## src/hw/rtl/dcfm_pkg.sv

```systemverilog
// Package for the DTMF carrier FM synthesiser: request codes, tone step tables,
// the quarter-wave sine table and the control struct between the top level and core.
// No dependencies.
package dcfm_pkg;

    // Field widths
    localparam int PeriodW  = 10;
    localparam int CompareW = 9;
    localparam int KeyW     = 5;
    localparam int StepW    = 8;
    localparam int PhaseW   = 16;

    // Carrier period after reset (36 kHz at 16 MHz)
    localparam logic [PeriodW-1:0] CarrierReset = 10'd444;

    // Request kinds carried on tuser
    localparam logic CmdTick   = 1'b0;
    localparam logic CmdSelect = 1'b1;

    // Phase steps per key: round(hz * 2^20 / 16e6)
    // low tones 697/770/852/941 Hz -> 46/50/56/62
    // high tones 1209/1336/1447/1633 Hz -> 79/88/95/107
    localparam logic [StepW-1:0] StepLow [16] = '{
        8'd46, 8'd46, 8'd46, 8'd50, 8'd50, 8'd50, 8'd56, 8'd56,
        8'd56, 8'd62, 8'd62, 8'd62, 8'd46, 8'd50, 8'd56, 8'd62
    };
    localparam logic [StepW-1:0] StepHigh [16] = '{
        8'd79, 8'd88, 8'd95, 8'd79, 8'd88, 8'd95, 8'd79, 8'd88,
        8'd95, 8'd88, 8'd79, 8'd95, 8'd107, 8'd107, 8'd107, 8'd107
    };

    // Quarter wave, round(127 * sin(k*pi/128)) for k = 0..64
    localparam logic [6:0] QuarterMag [65] = '{
        7'd0,   7'd3,   7'd6,   7'd9,   7'd12,  7'd16,  7'd19,  7'd22,
        7'd25,  7'd28,  7'd31,  7'd34,  7'd37,  7'd40,  7'd43,  7'd46,
        7'd49,  7'd51,  7'd54,  7'd57,  7'd60,  7'd63,  7'd65,  7'd68,
        7'd71,  7'd73,  7'd76,  7'd78,  7'd81,  7'd83,  7'd85,  7'd88,
        7'd90,  7'd92,  7'd94,  7'd96,  7'd98,  7'd100, 7'd102, 7'd104,
        7'd106, 7'd107, 7'd109, 7'd111, 7'd112, 7'd113, 7'd115, 7'd116,
        7'd117, 7'd118, 7'd120, 7'd121, 7'd122, 7'd122, 7'd123, 7'd124,
        7'd125, 7'd125, 7'd126, 7'd126, 7'd126, 7'd127, 7'd127, 7'd127,
        7'd127
    };

    // Per-cycle control from the handshake logic to the core
    typedef struct packed {
        logic            tick;
        logic            sel;
        logic [KeyW-1:0] key;
    } dcfm_ctrl_t;

    // Full-wave signed sine from the quarter table, odd symmetry
    function automatic logic signed [7:0] sine_entry(input logic [7:0] idx);
        logic [6:0] qidx;
        logic [6:0] mag;
        qidx = idx[6] ? (7'd64 - {1'b0, idx[5:0]}) : {1'b0, idx[5:0]};
        mag  = QuarterMag[qidx];
        return idx[7] ? -$signed({1'b0, mag}) : $signed({1'b0, mag});
    endfunction

endpackage

```

## src/hw/rtl/dtmf_carrier_fm_synth.sv

```systemverilog
// DTMF carrier FM synthesiser. A tick request gives its result via the input register,
// then the result register. Throughput: one request per cycle, except that a tick stalls
// in the input register while a result waits and m_tready is low. The result register
// decouples output: while a result waits, selects pass and an empty input register fills.
// Reset (rst_n, async, active low): phases and steps zero, carrier and next period 444.
// Top level; depends on dcfm_pkg and dcfm_tone_core.
module dtmf_carrier_fm_synth (
    input  logic                          clk,
    input  logic                          rst_n,
    // carrier_period register
    input  logic                          carrier_we,
    input  logic [dcfm_pkg::PeriodW-1:0]  carrier_wdata,
    // request stream
    input  logic                          s_tvalid,
    output logic                          s_tready,
    input  logic [7:0]                    s_tdata,   // [4:0] key, [7:5] zero
    input  logic                          s_tuser,   // [0] cmd
    // result stream
    output logic                          m_tvalid,
    input  logic                          m_tready,
    output logic [23:0]                   m_tdata    // [9:0] period, [18:10] compare_value
);
    import dcfm_pkg::*;

    logic [PeriodW-1:0] carrier_reg;
    logic               in_valid_reg;
    logic               in_cmd_reg;
    logic [KeyW-1:0]    in_key_reg;
    logic               out_valid_reg;
    logic [PeriodW-1:0] out_period_reg;
    logic [PeriodW-1:0] period_now;
    logic               advance;
    dcfm_ctrl_t         ctrl;

    // Input register moves on when selects go, or the result slot frees
    assign advance  = in_valid_reg && (in_cmd_reg == CmdSelect || !out_valid_reg || m_tready);
    assign s_tready = !in_valid_reg || advance;

    assign ctrl.tick = advance && (in_cmd_reg == CmdTick);
    assign ctrl.sel  = advance && (in_cmd_reg == CmdSelect);
    assign ctrl.key  = in_key_reg;

    dcfm_tone_core u_core (
        .clk            (clk),
        .rst_n          (rst_n),
        .ctrl           (ctrl),
        .carrier_period (carrier_reg),
        .period_now     (period_now)
    );

    // Configuration register
    always_ff @(posedge clk or negedge rst_n)
    begin
        if (!rst_n)
            carrier_reg <= CarrierReset;
        else if (carrier_we)
            carrier_reg <= carrier_wdata;
    end

    // Input register
    always_ff @(posedge clk or negedge rst_n)
    begin
        if (!rst_n)
            in_valid_reg <= 1'b0;
        else if (s_tready)
            in_valid_reg <= s_tvalid;
    end

    always_ff @(posedge clk)
    begin
        if (s_tvalid && s_tready)
        begin
            in_cmd_reg <= s_tuser;
            in_key_reg <= s_tdata[KeyW-1:0];
        end
    end

    // Result register
    always_ff @(posedge clk or negedge rst_n)
    begin
        if (!rst_n)
            out_valid_reg <= 1'b0;
        else if (ctrl.tick)
            out_valid_reg <= 1'b1;
        else if (m_tready)
            out_valid_reg <= 1'b0;
    end

    always_ff @(posedge clk)
    begin
        if (ctrl.tick)
            out_period_reg <= period_now;
    end

    assign m_tvalid = out_valid_reg;
    assign m_tdata  = {5'd0, out_period_reg[PeriodW-1:1], out_period_reg};

endmodule

```

## src/hw/rtl/dcfm_tone_core.sv

```systemverilog
// Tone state and next-period arithmetic: phase accumulators, steps, sine lookup,
// tone weighting and saturation. Depends on dcfm_pkg.
module dcfm_tone_core (
    input  logic                        clk,
    input  logic                        rst_n,
    input  dcfm_pkg::dcfm_ctrl_t        ctrl,
    input  logic [dcfm_pkg::PeriodW-1:0] carrier_period,
    output logic [dcfm_pkg::PeriodW-1:0] period_now
);
    import dcfm_pkg::*;

    logic [PhaseW-1:0]  phase_low_reg,  phase_low_next;
    logic [PhaseW-1:0]  phase_high_reg, phase_high_next;
    logic [StepW-1:0]   step_low_reg,   step_low_next;
    logic [StepW-1:0]   step_high_reg,  step_high_next;
    logic [PeriodW-1:0] next_period_reg, next_period_next;

    logic [15:0]        prod_low, prod_high;
    logic signed [7:0]  mod_lo, mod_hi;
    logic signed [9:0]  hi_w;
    logic signed [9:0]  tone_sum;
    logic signed [9:0]  sum_q;
    logic signed [11:0] np;

    assign period_now = next_period_reg;

    // Step load on select; a key with bit 4 set clears both steps
    always_comb
    begin
        step_low_next  = step_low_reg;
        step_high_next = step_high_reg;
        if (ctrl.sel)
        begin
            if (ctrl.key[4])
            begin
                step_low_next  = '0;
                step_high_next = '0;
            end
            else
            begin
                step_low_next  = StepLow[ctrl.key[3:0]];
                step_high_next = StepHigh[ctrl.key[3:0]];
            end
        end
    end

    // Phase advance by ((period * step) mod 2^16) / 16, then sine and weighting
    always_comb
    begin
        prod_low        = 16'(period_now * step_low_reg);
        prod_high       = 16'(period_now * step_high_reg);
        phase_low_next  = phase_low_reg  + {4'd0, prod_low[15:4]};
        phase_high_next = phase_high_reg + {4'd0, prod_high[15:4]};
        mod_lo          = sine_entry(phase_low_next[15:8]);
        mod_hi          = sine_entry(phase_high_next[15:8]);

        // high tone x2 when step_high/2 > step_low, else h + h/2 toward zero
        if ({1'b0, step_high_reg[7:1]} > step_low_reg)
            hi_w = 10'(mod_hi) <<< 1;
        else
            hi_w = 10'(mod_hi) + ((10'(mod_hi) + $signed({9'd0, mod_hi[7]})) >>> 1);

        tone_sum = 10'(mod_lo) + hi_w;
        // divide by 32 toward zero
        sum_q    = (tone_sum + (tone_sum[9] ? 10'sd31 : 10'sd0)) >>> 5;
        np       = $signed({2'b00, carrier_period}) + 12'(sum_q);

        if (np[11])
            next_period_next = '0;
        else if (np > 12'sd1023)
            next_period_next = '1;
        else
            next_period_next = np[PeriodW-1:0];
    end

    // State registers
    always_ff @(posedge clk or negedge rst_n)
    begin
        if (!rst_n)
        begin
            phase_low_reg   <= '0;
            phase_high_reg  <= '0;
            step_low_reg    <= '0;
            step_high_reg   <= '0;
            next_period_reg <= CarrierReset;
        end
        else
        begin
            step_low_reg  <= step_low_next;
            step_high_reg <= step_high_next;
            if (ctrl.tick)
            begin
                phase_low_reg   <= phase_low_next;
                phase_high_reg  <= phase_high_next;
                next_period_reg <= next_period_next;
            end
        end
    end

endmodule
```

## config.mk

```make
export PLATFORM = sky130hd
export DESIGN_NAME = dtmf_carrier_fm_synth
export DESIGN_NICKNAME = d
export VERILOG_FILES = /design/src/hw/rtl/dcfm_pkg.sv /design/src/hw/rtl/dtmf_carrier_fm_synth.sv /design/src/hw/rtl/dcfm_tone_core.sv
export SDC_FILE = /design/constraint.sdc
export NUM_CORES = 1
export LEC_CHECK = 0
export BUFFER_PORTS_ARGS = -buffer_cell sky130_fd_sc_hd__buf_2
export CAP_MARGIN = 20
export CORE_UTILIZATION = 50
export CTS_CLUSTER_DIAMETER = 80
export DETAILED_ROUTE_END_ITERATION = 8
export PLACE_DENSITY = 0.71
export SYNTH_ARGS = -nofsm -noshare
export SYNTH_HDL_FRONTEND = slang
export SYNTH_SLANG_ARGS = --single-unit
```

## constraint.sdc

```tcl
create_clock -name clk -period 16.8 [get_ports clk]
set_input_delay 5.04 -clock clk [delete_from_list [all_inputs] [get_ports clk]]
set_output_delay 5.04 -clock clk [all_outputs]
set_load 0.005 [all_outputs]
```

==> impl_metrics.tcl <==
set metrics [dict create \
    status "completed" \
    grt_pass1_wl_mm 44.3 \
    grt_pass1_vias 9605 \
    synth_ff_type "dfrtp_1" \
    pin_count 50 \
    io_buffers 41 \
    ant_nets 0 \
    gr-total-overflow 0 \
    worst_pin_slew_ns 1.06 \
    antenna_found_initial 0 \
    crit_path_max_fanout 12 \
    fin_crit_sh_pct 92.9 \
    hp-start "u_core.phase_low_reg[11]" \
    path_buf_inv 8 \
    area_growth_pct 6.07 \
    wl_met2_mm 12.4 \
    hold_end "u_core.phase_low_reg[11]" \
    required_ns 17.06 \
    cp_slowest_cell "dfrtp_1" \
    synth_commonest_cells "inv_1 (160), ha_1 (154), nand2_1 (136)" \
    cts-root-buf "clkbuf_16" \
    dpl.hpwl_mm 20.0 \
    holdPathStages 2 \
    std_cell_rows 56 \
    die_area_um2 24700 \
    first_pass_iters 5 \
    yosysSeqAreaShare_pct 17.2 \
    h-tree-depth 3 \
    worstSetupPathType "register to register" \
    hold_ws_ns 0.485 \
    dr_wl_met3_um 916 \
    fin_ws_ns 1.20 \
    grt_max_degree 66 \
    reg2reg_from "u_core.step_high_reg[4]" \
    arrival_ns 15.86 \
    wl_met1_mm 12.4 \
    fin_nets 1679 \
    cpMostUsedCell "a21oi_1" \
    clk_pin_slew_ns 0.06 \
    start_util_pct 51.0 \
    synthArstFlopShare_pct 79.7 \
    relSlewSlack_pct 28.8 \
    clockBufferDepth 2 \
    r2r_cells 73 \
    synth_area_um2 12000 \
    rrSetupSlack_ns 1.20 \
    finalWirelength_mm 26.1 \
    dp_slack_ns 0.697 \
    setup_violations 0 \
    synth_edf_count 16 \
    routabilityCongestion 0.917 \
    clock.fmax_ghz 0.0641 \
    cts_buffers 9 \
    ys_seq_elements 79 \
    finClkSkew_ns 0.00672 \
    syn_area_per_cell_um2 8.37 \
    cts_tree "yes" \
    dieWidth_um 157 \
    startpoint_type "register" \
    via_count 9837 \
    via_per_inst 5.60 \
    synth_most_common_cell "inv_1" \
    clk_latency_ns 0.35 \
    synth.area.top_cells "ha_1 (16%), fa_1 (11%), dfrtp_1 (11%)" \
    ys_types 94 \
    drive_above_1_share_pct 9.12 \
    synth.top_cell.area_share_pct 16.0 \
    wl_per_cell_um 14.8 \
    drv_cap 0 \
    cpLargestDelayFamily "compound AO/OA/AOI/OAI gates" \
    slew_viol_final 0 \
    ys_warn_count 0 \
    hold_violations 0 \
    track_usage_pct 22.1 \
    hold_path.class "register to register" \
    finalCriticalPeriod_ns 15.60 \
    die_h_um 157 \
    endpoint_kind "register" \
    numClockSinks 79 \
    num_antenna_cells 0 \
    core_area_um2 23500 \
    max_stage_delay_ns 0.56 \
    synth_top_area_cell "ha_1" \
    drc_errors 0 \
    highest_layer "met4" \
    postCtsSetupBuffers 0 \
    reg2reg_to "u_core.period_now[2]" \
    syn_inst 1435 \
    drt_iter0_markers 464 \
]
-- repair_timing --
action,CTS,global route
setup endpoints to repair,0,10
hold buffers,0,0
resized for setup,0,12
-- per-stage QoR --
| step | std cells | util [%] | TNS, ns | instance area [um2] |
|---|---|---|---|---|
| finish | 1756 | 54.1 | 0 | 12700 |
| global route | 1756 | 54.1 | -0.0226 | 12700 |
| CTS | 1756 | 53.9 | 0 | 12700 |
| detailed placement | 1740 | 52.5 | 0 | 12400 |
| global placement | 1740 | 52.5 | 0 | 12400 |
| floorplan | 1439 | - | 0 | 12000 |
-- tightest hold or removal path, stage by stage (launching register included) --
cell and delay, ns:
dfrtp_1 0.34, nand2_1 0.05, o21ai_0 0.06
-- per-layer routing --
layer / vias to the layer above / GRT usage [%]
met2: 210 / 37.7
met4: 0 / 5.96
met1: 4700 / 29.5
met5: - / 0
met3: 25 / 2.42
li1: 4902 / -
-- final cells by class --
type | instances | area, um2
Clock inverter | 4 | 95.1
Fill cell | 2211 | 10800
Tap cell | 319 | 399
Clock buffer | 12 | 236
Timing Repair Buffer | 48 | 258
Inverter | 162 | 608
Sequential cell | 79 | 2070
Multi-Input combinational cell | 1132 | 9070
-- cells in the final DEF (no fill, tap or decap), types with 11 or more instances in the layout --
cell	count
dfrtp_1	50
a21oi_1	98
nand3_1	27
nor3_1	21
ha_1	154
dfstp_2	12
edfxtp_1	16
mux2_2	14
nor2b_1	11
buf_2	41
and2_1	70
o21ai_0	86
nor2_1	83
o21bai_1	17
a21o_1	28
nand2b_1	13
fa_1	69
xnor2_1	62
inv_1	160
a31oi_1	12
nand2_1	135
xor2_1	37
-- cell families after synthesis --
family / after synthesis / share of synthesized area (%)
xor gates and xnor gates: 109 / 8.65
other: 1 / 0.0312
and+or+nand+nor: 407 / 16.6
muxes: 21 / 1.90
buffers and inverters: 228 / 7.75
adders and majority gates: 223 / 27.5
AOI/OAI and AO/OA: 367 / 20.3
DFF: 79 / 17.2
-- how the worst max path moves through the flow --
stage                       startpoint                   end  slack, ns  cells past startpoint
2_1_floorplan     u_core.period_now[2]  u_core.period_now[2]       2.24                     64
6_report       u_core.step_high_reg[4]  u_core.period_now[2]       1.20                     73
4_1_cts        u_core.step_high_reg[3]  u_core.period_now[2]       0.59                     70
5_1_grt           u_core.period_now[0]  u_core.period_now[2]      -0.02                     73
3_3_place_gp   u_core.step_high_reg[3]  u_core.period_now[2]       0.93                     70
3_5_place_dp      u_core.period_now[0]  u_core.period_now[2]       0.70                     71
Power is left out: the tool's default activity adds up to more than one toggle a clock period on the data nets, which glitch-free logic cannot reach.
